===== src/rtl/wsd_pkg.sv =====
// Package with the shared types and constants of the WebSocket frame deframer.
`timescale 1ns / 1ps

package wsd_pkg;

    // Second-byte length codes that select an extended length field.
    localparam logic [6:0] CODE_LEN16 = 7'h7e;
    localparam logic [6:0] CODE_LEN64 = 7'h7f;

    // Number of bytes in each extended length field and in the mask key.
    localparam logic [3:0] LEN16_BYTES = 4'd2;
    localparam logic [3:0] LEN64_BYTES = 4'd8;
    localparam logic [3:0] KEY_BYTES   = 4'd4;

    // Parser phases, one-hot.
    typedef enum logic [4:0] {
        PH_BYTE0   = 5'b00001,
        PH_BYTE1   = 5'b00010,
        PH_EXTLEN  = 5'b00100,
        PH_KEY     = 5'b01000,
        PH_PAYLOAD = 5'b10000
    } wsd_phase_t;

    // One classified result handed from the parser to the output side.
    // For payload beats, data and key are the raw byte and its key byte;
    // for header beats both are zero.
    typedef struct packed {
        logic        is_payload;
        logic        fin;
        logic [2:0]  rsv;
        logic [3:0]  opcode;
        logic        masked;
        logic [63:0] length;
        logic [7:0]  data;
        logic [7:0]  key;
        logic        last;
    } wsd_cmd_t;

    // Occupancy flags of the command queue.
    typedef struct packed {
        logic full;
        logic empty;
    } wsd_qstat_t;

endpackage


===== src/rtl/wsd_byte_if.sv =====
// Interface for the received byte stream.
`timescale 1ns / 1ps

interface wsd_byte_if;
    logic       valid;
    logic       ready;
    logic [7:0] data_byte;

    modport source (output valid, output data_byte, input ready);
    modport sink   (input valid, input data_byte, output ready);
endinterface


===== src/rtl/wsd_result_if.sv =====
// Interface for the deframed header and payload results.
`timescale 1ns / 1ps

interface wsd_result_if;
    logic        valid;
    logic        ready;
    logic        is_payload;
    logic        final_flag;
    logic [2:0]  reserved_bits;
    logic [3:0]  frame_opcode;
    logic        mask_present;
    logic [63:0] frame_length;
    logic [7:0]  payload_byte;
    logic        frame_last;

    modport source (
        output valid, output is_payload, output final_flag, output reserved_bits,
        output frame_opcode, output mask_present, output frame_length,
        output payload_byte, output frame_last, input ready
    );
    modport sink (
        input valid, input is_payload, input final_flag, input reserved_bits,
        input frame_opcode, input mask_present, input frame_length,
        input payload_byte, input frame_last, output ready
    );
endinterface


===== src/rtl/wsd_front.sv =====
// Header parser: walks the frame phases and classifies each byte into a command.
`timescale 1ns / 1ps

module wsd_front (
    input  logic              clk,
    input  logic              rst_n,
    input  logic              byte_valid,
    input  logic [7:0]        byte_data,
    input  wsd_pkg::wsd_qstat_t qstat,
    output logic              byte_ready,
    output logic              push,
    output wsd_pkg::wsd_cmd_t push_cmd
);

    wsd_pkg::wsd_phase_t phase_reg, phase_next;
    logic [3:0]  cnt_reg, cnt_next;
    logic        fin_reg, fin_next;
    logic [2:0]  rsv_reg, rsv_next;
    logic [3:0]  opc_reg, opc_next;
    logic        masked_reg, masked_next;
    logic [63:0] len_reg, len_next;
    logic [31:0] key_reg, key_next;
    logic [63:0] remain_reg, remain_next;
    logic [1:0]  kidx_reg, kidx_next;

    logic        accept;
    logic        hdr_done;
    logic        length_done;
    logic [7:0]  key_byte;

    // A byte is taken whenever the queue has room for its possible result.
    assign byte_ready = !qstat.full;
    assign accept     = byte_valid && byte_ready;

    // Key byte for the current payload position, first key byte first.
    always_comb
    begin
        case (kidx_reg)
            2'd0:    key_byte = key_reg[31:24];
            2'd1:    key_byte = key_reg[23:16];
            2'd2:    key_byte = key_reg[15:8];
            default: key_byte = key_reg[7:0];
        endcase
    end

    // Phase step for one accepted byte.
    always_comb
    begin
        phase_next  = phase_reg;
        cnt_next    = cnt_reg;
        fin_next    = fin_reg;
        rsv_next    = rsv_reg;
        opc_next    = opc_reg;
        masked_next = masked_reg;
        len_next    = len_reg;
        key_next    = key_reg;
        remain_next = remain_reg;
        kidx_next   = kidx_reg;
        hdr_done    = 1'b0;
        length_done = 1'b0;
        push        = 1'b0;
        push_cmd    = '0;

        if (accept)
        begin
            case (phase_reg)
                wsd_pkg::PH_BYTE1:
                begin
                    masked_next = byte_data[7];
                    len_next    = '0;
                    if (byte_data[6:0] == wsd_pkg::CODE_LEN16)
                    begin
                        phase_next = wsd_pkg::PH_EXTLEN;
                        cnt_next   = wsd_pkg::LEN16_BYTES;
                    end
                    else if (byte_data[6:0] == wsd_pkg::CODE_LEN64)
                    begin
                        phase_next = wsd_pkg::PH_EXTLEN;
                        cnt_next   = wsd_pkg::LEN64_BYTES;
                    end
                    else
                    begin
                        len_next    = {57'd0, byte_data[6:0]};
                        length_done = 1'b1;
                    end
                end

                wsd_pkg::PH_EXTLEN:
                begin
                    len_next = {len_reg[55:0], byte_data};
                    cnt_next = cnt_reg - 4'd1;
                    if (cnt_next == 4'd0)
                    begin
                        length_done = 1'b1;
                    end
                end

                wsd_pkg::PH_KEY:
                begin
                    key_next = {key_reg[23:0], byte_data};
                    cnt_next = cnt_reg - 4'd1;
                    if (cnt_next == 4'd0)
                    begin
                        hdr_done = 1'b1;
                    end
                end

                wsd_pkg::PH_PAYLOAD:
                begin
                    remain_next         = remain_reg - 64'd1;
                    kidx_next           = kidx_reg + 2'd1;
                    push                = 1'b1;
                    push_cmd.is_payload = 1'b1;
                    push_cmd.data       = byte_data;
                    push_cmd.key        = masked_reg ? key_byte : 8'd0;
                    push_cmd.last       = (remain_next == 64'd0);
                    if (remain_next == 64'd0)
                    begin
                        phase_next = wsd_pkg::PH_BYTE0;
                        kidx_next  = 2'd0;
                    end
                end

                default:
                begin
                    fin_next   = byte_data[7];
                    rsv_next   = byte_data[6:4];
                    opc_next   = byte_data[3:0];
                    phase_next = wsd_pkg::PH_BYTE1;
                    cnt_next   = 4'd0;
                end
            endcase

            // Length known: read the mask key or close the header.
            if (length_done)
            begin
                if (masked_next)
                begin
                    phase_next = wsd_pkg::PH_KEY;
                    cnt_next   = wsd_pkg::KEY_BYTES;
                    key_next   = '0;
                end
                else
                begin
                    hdr_done = 1'b1;
                end
            end

            // Header complete: one header beat, then payload or next frame.
            if (hdr_done)
            begin
                remain_next         = len_next;
                kidx_next           = 2'd0;
                cnt_next            = 4'd0;
                phase_next          = (len_next == 64'd0) ? wsd_pkg::PH_BYTE0
                                                          : wsd_pkg::PH_PAYLOAD;
                push                = 1'b1;
                push_cmd.is_payload = 1'b0;
                push_cmd.last       = (len_next == 64'd0);
            end

            push_cmd.fin    = fin_next;
            push_cmd.rsv    = rsv_next;
            push_cmd.opcode = opc_next;
            push_cmd.masked = masked_next;
            push_cmd.length = len_next;
        end
    end

    // Parser state registers.
    always_ff @(posedge clk or negedge rst_n)
    begin
        if (!rst_n)
        begin
            phase_reg  <= wsd_pkg::PH_BYTE0;
            cnt_reg    <= '0;
            fin_reg    <= 1'b0;
            rsv_reg    <= '0;
            opc_reg    <= '0;
            masked_reg <= 1'b0;
            len_reg    <= '0;
            key_reg    <= '0;
            remain_reg <= '0;
            kidx_reg   <= '0;
        end
        else
        begin
            phase_reg  <= phase_next;
            cnt_reg    <= cnt_next;
            fin_reg    <= fin_next;
            rsv_reg    <= rsv_next;
            opc_reg    <= opc_next;
            masked_reg <= masked_next;
            len_reg    <= len_next;
            key_reg    <= key_next;
            remain_reg <= remain_next;
            kidx_reg   <= kidx_next;
        end
    end

endmodule


===== src/rtl/wsd_queue.sv =====
// Two-entry command queue between the parser and the output stage.
`timescale 1ns / 1ps

module wsd_queue (
    input  logic                clk,
    input  logic                rst_n,
    input  logic                push,
    input  wsd_pkg::wsd_cmd_t   push_cmd,
    input  logic                pop,
    output wsd_pkg::wsd_cmd_t   head_cmd,
    output wsd_pkg::wsd_qstat_t qstat
);

    wsd_pkg::wsd_cmd_t slot_reg [2];
    logic       wr_ptr_reg, wr_ptr_next;
    logic       rd_ptr_reg, rd_ptr_next;
    logic [1:0] count_reg, count_next;

    assign qstat.full  = (count_reg == 2'd2);
    assign qstat.empty = (count_reg == 2'd0);
    assign head_cmd    = slot_reg[rd_ptr_reg];

    // Pointer and occupancy update.
    always_comb
    begin
        wr_ptr_next = wr_ptr_reg ^ push;
        rd_ptr_next = rd_ptr_reg ^ pop;
        count_next  = count_reg + {1'b0, push} - {1'b0, pop};
    end

    always_ff @(posedge clk or negedge rst_n)
    begin
        if (!rst_n)
        begin
            wr_ptr_reg <= 1'b0;
            rd_ptr_reg <= 1'b0;
            count_reg  <= 2'd0;
        end
        else
        begin
            wr_ptr_reg <= wr_ptr_next;
            rd_ptr_reg <= rd_ptr_next;
            count_reg  <= count_next;
        end
    end

    // Entry storage.
    always_ff @(posedge clk)
    begin
        if (push)
        begin
            slot_reg[wr_ptr_reg] <= push_cmd;
        end
    end

endmodule


===== src/rtl/wsd_back.sv =====
// Output stage: unmasks payload bytes and holds each result beat until taken.
`timescale 1ns / 1ps

module wsd_back (
    input  logic                clk,
    input  logic                rst_n,
    input  wsd_pkg::wsd_cmd_t   head_cmd,
    input  wsd_pkg::wsd_qstat_t qstat,
    output logic                pop,
    wsd_result_if.source        result_ch
);

    logic              valid_reg, valid_next;
    wsd_pkg::wsd_cmd_t out_reg;
    logic [7:0]        byte_reg;

    // Load a new beat when the output register is empty or being drained.
    assign pop        = !qstat.empty && (!valid_reg || result_ch.ready);
    assign valid_next = pop || (valid_reg && !result_ch.ready);

    always_ff @(posedge clk or negedge rst_n)
    begin
        if (!rst_n)
        begin
            valid_reg <= 1'b0;
        end
        else
        begin
            valid_reg <= valid_next;
        end
    end

    // Payload register with the unmasking XOR in front of it.
    always_ff @(posedge clk)
    begin
        if (pop)
        begin
            out_reg  <= head_cmd;
            byte_reg <= head_cmd.data ^ head_cmd.key;
        end
    end

    assign result_ch.valid         = valid_reg;
    assign result_ch.is_payload    = out_reg.is_payload;
    assign result_ch.final_flag    = out_reg.fin;
    assign result_ch.reserved_bits = out_reg.rsv;
    assign result_ch.frame_opcode  = out_reg.opcode;
    assign result_ch.mask_present  = out_reg.masked;
    assign result_ch.frame_length  = out_reg.length;
    assign result_ch.payload_byte  = byte_reg;
    assign result_ch.frame_last    = out_reg.last;

endmodule


===== src/rtl/websocket_frame_deframer_core.sv =====
// Top level of the WebSocket frame deframer.
`timescale 1ns / 1ps

// Receives a WebSocket byte stream, one byte per beat, and splits it into
// frames: each frame gives one header beat (fin, reserved bits, opcode, mask
// flag and decoded length) once its header is complete, then one beat per
// payload byte, unmasked with the mask key and with frame_last on the final
// byte. A zero-length frame gives only its header beat, marked last. Header
// bytes before the end of the header give no beat. The block takes one byte
// every clock cycle while the queue is not full; that rate is set by the
// parser, which updates its phase, length and key state for each accepted
// byte. Each result passes through a two-entry queue and then an output
// register, which separate the parser from the result side, so bytes keep
// flowing while a result waits to be taken, until the queue holds two more
// results; the input then stalls until the output register is drained.
// Reserved bits, opcodes and length encodings pass through unchecked.
module websocket_frame_deframer_core (
    input logic         clk,
    input logic         rst_n,
    wsd_byte_if.sink    byte_ch,
    wsd_result_if.source result_ch
);

    logic                push;
    logic                pop;
    wsd_pkg::wsd_cmd_t   push_cmd;
    wsd_pkg::wsd_cmd_t   head_cmd;
    wsd_pkg::wsd_qstat_t qstat;
    logic                byte_ready;

    assign byte_ch.ready = byte_ready;

    // Header parser and byte classifier.
    wsd_front u_front (
        .clk        (clk),
        .rst_n      (rst_n),
        .byte_valid (byte_ch.valid),
        .byte_data  (byte_ch.data_byte),
        .qstat      (qstat),
        .byte_ready (byte_ready),
        .push       (push),
        .push_cmd   (push_cmd)
    );

    // Command queue.
    wsd_queue u_queue (
        .clk      (clk),
        .rst_n    (rst_n),
        .push     (push),
        .push_cmd (push_cmd),
        .pop      (pop),
        .head_cmd (head_cmd),
        .qstat    (qstat)
    );

    // Unmasking and output register.
    wsd_back u_back (
        .clk       (clk),
        .rst_n     (rst_n),
        .head_cmd  (head_cmd),
        .qstat     (qstat),
        .pop       (pop),
        .result_ch (result_ch)
    );

endmodule

===== src/flat_wrapper.sv =====
// flat-port wrapper written by rule: the top's interface ports become plain ports
module websocket_frame_deframer_core_flat 
  (clk, rst_n, byte_ch_valid, byte_ch_data_byte, byte_ch_ready, result_ch_valid, result_ch_is_payload, result_ch_final_flag, result_ch_reserved_bits, result_ch_frame_opcode, result_ch_mask_present, result_ch_frame_length, result_ch_payload_byte, result_ch_frame_last, result_ch_ready);
  wsd_byte_if byte_ch_i ();
  wsd_result_if result_ch_i ();
  input logic clk;
  input logic rst_n;
  input wire logic [$bits(byte_ch_i.valid)-1:0] byte_ch_valid;
  input wire logic [$bits(byte_ch_i.data_byte)-1:0] byte_ch_data_byte;
  output wire logic [$bits(byte_ch_i.ready)-1:0] byte_ch_ready;
  output wire logic [$bits(result_ch_i.valid)-1:0] result_ch_valid;
  output wire logic [$bits(result_ch_i.is_payload)-1:0] result_ch_is_payload;
  output wire logic [$bits(result_ch_i.final_flag)-1:0] result_ch_final_flag;
  output wire logic [$bits(result_ch_i.reserved_bits)-1:0] result_ch_reserved_bits;
  output wire logic [$bits(result_ch_i.frame_opcode)-1:0] result_ch_frame_opcode;
  output wire logic [$bits(result_ch_i.mask_present)-1:0] result_ch_mask_present;
  output wire logic [$bits(result_ch_i.frame_length)-1:0] result_ch_frame_length;
  output wire logic [$bits(result_ch_i.payload_byte)-1:0] result_ch_payload_byte;
  output wire logic [$bits(result_ch_i.frame_last)-1:0] result_ch_frame_last;
  input wire logic [$bits(result_ch_i.ready)-1:0] result_ch_ready;
  assign byte_ch_i.valid = byte_ch_valid;
  assign byte_ch_i.data_byte = byte_ch_data_byte;
  assign byte_ch_ready = byte_ch_i.ready;
  assign result_ch_valid = result_ch_i.valid;
  assign result_ch_is_payload = result_ch_i.is_payload;
  assign result_ch_final_flag = result_ch_i.final_flag;
  assign result_ch_reserved_bits = result_ch_i.reserved_bits;
  assign result_ch_frame_opcode = result_ch_i.frame_opcode;
  assign result_ch_mask_present = result_ch_i.mask_present;
  assign result_ch_frame_length = result_ch_i.frame_length;
  assign result_ch_payload_byte = result_ch_i.payload_byte;
  assign result_ch_frame_last = result_ch_i.frame_last;
  assign result_ch_i.ready = result_ch_ready;
  websocket_frame_deframer_core u_core (.clk(clk), .rst_n(rst_n), .byte_ch(byte_ch_i), .result_ch(result_ch_i));
endmodule

===== config.mk =====
export PLATFORM = sky130hd
export DESIGN_NAME = websocket_frame_deframer_core_flat
export DESIGN_NICKNAME = d
export VERILOG_FILES = /design/src/rtl/wsd_pkg.sv /design/src/rtl/wsd_byte_if.sv /design/src/rtl/wsd_result_if.sv /design/src/rtl/wsd_front.sv /design/src/rtl/wsd_queue.sv /design/src/rtl/wsd_back.sv /design/src/rtl/websocket_frame_deframer_core.sv /design/src/flat_wrapper.sv
export SDC_FILE = /design/constraint.sdc
export NUM_CORES = 1
export LEC_CHECK = 0
export ABC_AREA = 1
export BUFFER_PORTS_ARGS = -buffer_cell sky130_fd_sc_hd__buf_2
export CORE_MARGIN = 2
export CORE_UTILIZATION = 56
export DETAILED_ROUTE_END_ITERATION = 6
export PLACE_DENSITY = 0.72
export SKIP_LAST_GASP = 1
export SLEW_MARGIN = 20
export SYNTH_ARGS = -nofsm -noshare
export SYNTH_HDL_FRONTEND = slang
export SYNTH_SLANG_ARGS = --single-unit
export TNS_END_PERCENT = 30

===== constraint.sdc =====
create_clock -name clk -period 6.52 [get_ports clk]
set_input_delay 0.978 -clock clk [delete_from_list [all_inputs] [get_ports clk]]
set_output_delay 0.978 -clock clk [all_outputs]
set_load 0.005 [all_outputs]

==> impl_metrics.tcl <==
set metrics [dict create \
    drtPass1Iterations 6 \
    portBuffers 96 \
    cts_made_buffers 47 \
    synthCells 2378 \
    crit_path_max_incr_delay_ns 0.74 \
    num_io_pins 97 \
    insertion_delay_ns 0.59 \
    path_cells "nor2_1 -> inv_1 -> nor4_2 -> o21ai_1 -> a21oi_4 -> inv_2 -> a21oi_4 -> ha_4 -> buf_4" \
    grt_pass1_vias 15300 \
    fillers 3163 \
    hold_viol 0 \
    cts_hold_buf 0 \
    final_cell_mix "696 x nand2_1, 304 x nor2_1, 280 x inv_1, 265 x edfxtp_1, 183 x dfrtp_1" \
    synth_seq_area_share_pct 59.3 \
    clkSinkCount 450 \
    grt_first_pass_wirelength_mm 85.4 \
    drive_gt1_share_pct 8.35 \
    setup_viol 0 \
    drv_slew 0 \
    critPathTopFamily "buffers and inverters" \
    skew_ns 0.0115 \
    ant_nets 0 \
    crit_fanout 61 \
    root_buffer "clkbuf_16" \
    hold_class "input pin to async pin" \
    multi_input_area_mm2 0.00720 \
    synth_fp_nets 2402 \
    ir_worst_vdd_v 0.000215 \
    endpoint_kind "register" \
    nets 2466 \
    fmax_mhz 254 \
    cts_buffer_depth 3 \
    register_area_mm2 0.0126 \
    path_common_cell "a21oi_4" \
    area_growth_pct 11.2 \
    die_area_mm2 0.0395 \
    rrSetupSlack_ns 2.58 \
    yosysTopAreaCellShare_pct 37.5 \
    post-cts-setup-buffers 0 \
    drv_cap 0 \
    power.density_mw_per_mm2 459 \
    synth_area_leaders "edfxtp_1 37%, dfrtp_1 22%, nand2_1 12%, nor2_1 5.4%, inv_1 5.0%" \
    crit_path_start_kind "register" \
    crit_buf_inv 3 \
    p_leak_nw 9.93 \
    status "completed" \
    synth_top_area_cell "edfxtp_1" \
    layout_commonest_cell "nand2_1" \
    drc_errors 0 \
    initial_utilization_pct 56.7 \
    antennaDiodeCount 0 \
    grt-ovfl-total 0 \
    die_h_um 199 \
    htreeDepth 2 \
    drt_iter0_markers 1931 \
    largest_reg_flops 182 \
    period_needed_ns 3.94 \
    reg2reg_to "u_core.u_queue.slot_reg[0][48]" \
    finalCritPeriodShare_pct 60.4 \
    routed_wl_mm 54.9 \
    fin_tns_setup_ns 0 \
    avgSynthCellArea_um2 8.93 \
    row_count 71 \
    cp.arrival_ns 4.17 \
    cts_tree "built" \
    gp_congestion 0.942 \
    cts_resized 0 \
    grt_usage_pct 28.5 \
    grt_max_degree 167 \
    dr_total_vias 16400 \
    slowest_stage "ha_4" \
    hpwl_mm 38.0 \
    power_w 0.0108 \
    antenna_found_initial 2 \
    die_w_um 199 \
    crit_required_ns 6.76 \
    rsz0062_at_grt "no" \
    r2r_start "u_core.u_front.phase_reg[1]" \
    clk_pin_slew_worst_paths_ns 0.06 \
    reg2reg_depth 9 \
    core_area_mm2 0.0375 \
    path_class "register to register" \
    synthDistinctLibCells 37 \
    synth_area_mm2 0.0212 \
    yosys_warnings 0 \
    viasPerCell 5.48 \
    synth_seq_cells 450 \
    slew_headroom_pct 28.0 \
    wl_per_cell_um 18.4 \
    worst_slew_pin_slew_ns 1.08 \
]
-- cell type report --
type	count	area share, %
flip-flops and latches	450	53.3
inverters	290	4.61
multi-input cells	1544	30.5
well taps	511	2.71
clock inverters	27	1.07
clock buffers	60	5.27
repair buffers	109	2.53
-- worst register-to-register path, cell delays in order, from the launching register on --
cell,delay [ns]
dfrtp_1,0.42
nor2_1,0.16
inv_1,0.09
nor4_2,0.53
o21ai_1,0.26
a21oi_4,0.18
inv_2,0.29
a21oi_4,0.31
ha_4,0.74
buf_4,0.58
-- worst max-delay path by stage --
stage / slack (ns) / end / cells past startpoint / start
global placement: 2.26 / u_core.u_queue.slot_reg[0][42] / 12 / byte_ch_data_byte[4]
detailed placement: 2.19 / u_core.u_queue.slot_reg[0][40] / 12 / byte_ch_data_byte[4]
CTS: 2.61 / u_core.u_queue.slot_reg[0][47] / 9 / u_core.u_front.phase_reg[1]
finish: 2.58 / u_core.u_queue.slot_reg[0][48] / 9 / u_core.u_front.phase_reg[1]
global route: 2.33 / u_core.u_queue.slot_reg[0][47] / 9 / u_core.u_front.phase_reg[1]
floorplan: 1.47 / u_core.u_queue.slot_reg[1][0] / 12 / byte_ch_data_byte[4]
-- stage by stage --
step	worst slack [ns]	area, µm²	instances	hold slack (ns)	util (%)
2_1_floorplan	1.47	21200	2378	0.453	-
3_3_place_gp	2.26	22100	2904	0.467	59.0
3_5_place_dp	2.19	22100	2904	0.477	59.0
4_1_cts	2.61	23600	2991	0.213	63.0
5_1_grt	2.33	23600	2991	0.224	63.0
6_report	2.58	23600	2991	0.221	63.0
-- where the power goes --
group	internal [W]	total, W	switching (W)
Clock	0.00151	0.00264	0.00113
Sequential	0.00402	0.00449	0.000467
Combinational	0.00110	0.00371	0.00261
Total	0.00664	0.0108	0.00420
-- cells in the mapped netlist (all sizes together) --
library cell and number:
o32ai 1, a221oi 1, buf 24, clkbuf 70
nor3 7, a21oi 9, xor2 18, dfstp 1
a31oi 2, o21bai 39, xnor2 11, o211ai 92
nand4 6, dfrtp 184, ha 12, inv 290
edfxtp 265, nor2 312, o22ai 22, and3 1
nor4 1, o21ai 180, and2 3, nand3 109
a211oi 9, nand2 701, a2111oi 8
-- cells by family (layout without fill, tap and decap cells) --
family / count (synthesis) / count (layout) / share of synthesized area, %
buf+inv: 384 / 486 / 7.07
xor+xnor: 29 / 29 / 1.20
compound gates: 363 / 363 / 10.6
flops: 450 / 450 / 59.3
fa+ha+maj: 12 / 12 / 0.707
simple gates: 1140 / 1140 / 21.1
-- metal layers --
layer | global-route usage (%) | vias to the layer above | routed length (µm)
met5 | 0 | - | 22
met4 | 7.49 | 4 | 1260
met3 | 5.27 | 102 | 4710
met2 | 41.4 | 665 | 23600
met1 | 44.2 | 7701 | 25400
li1 | - | 7914 | -
Note: power is estimated with default switching activity, not from simulation.
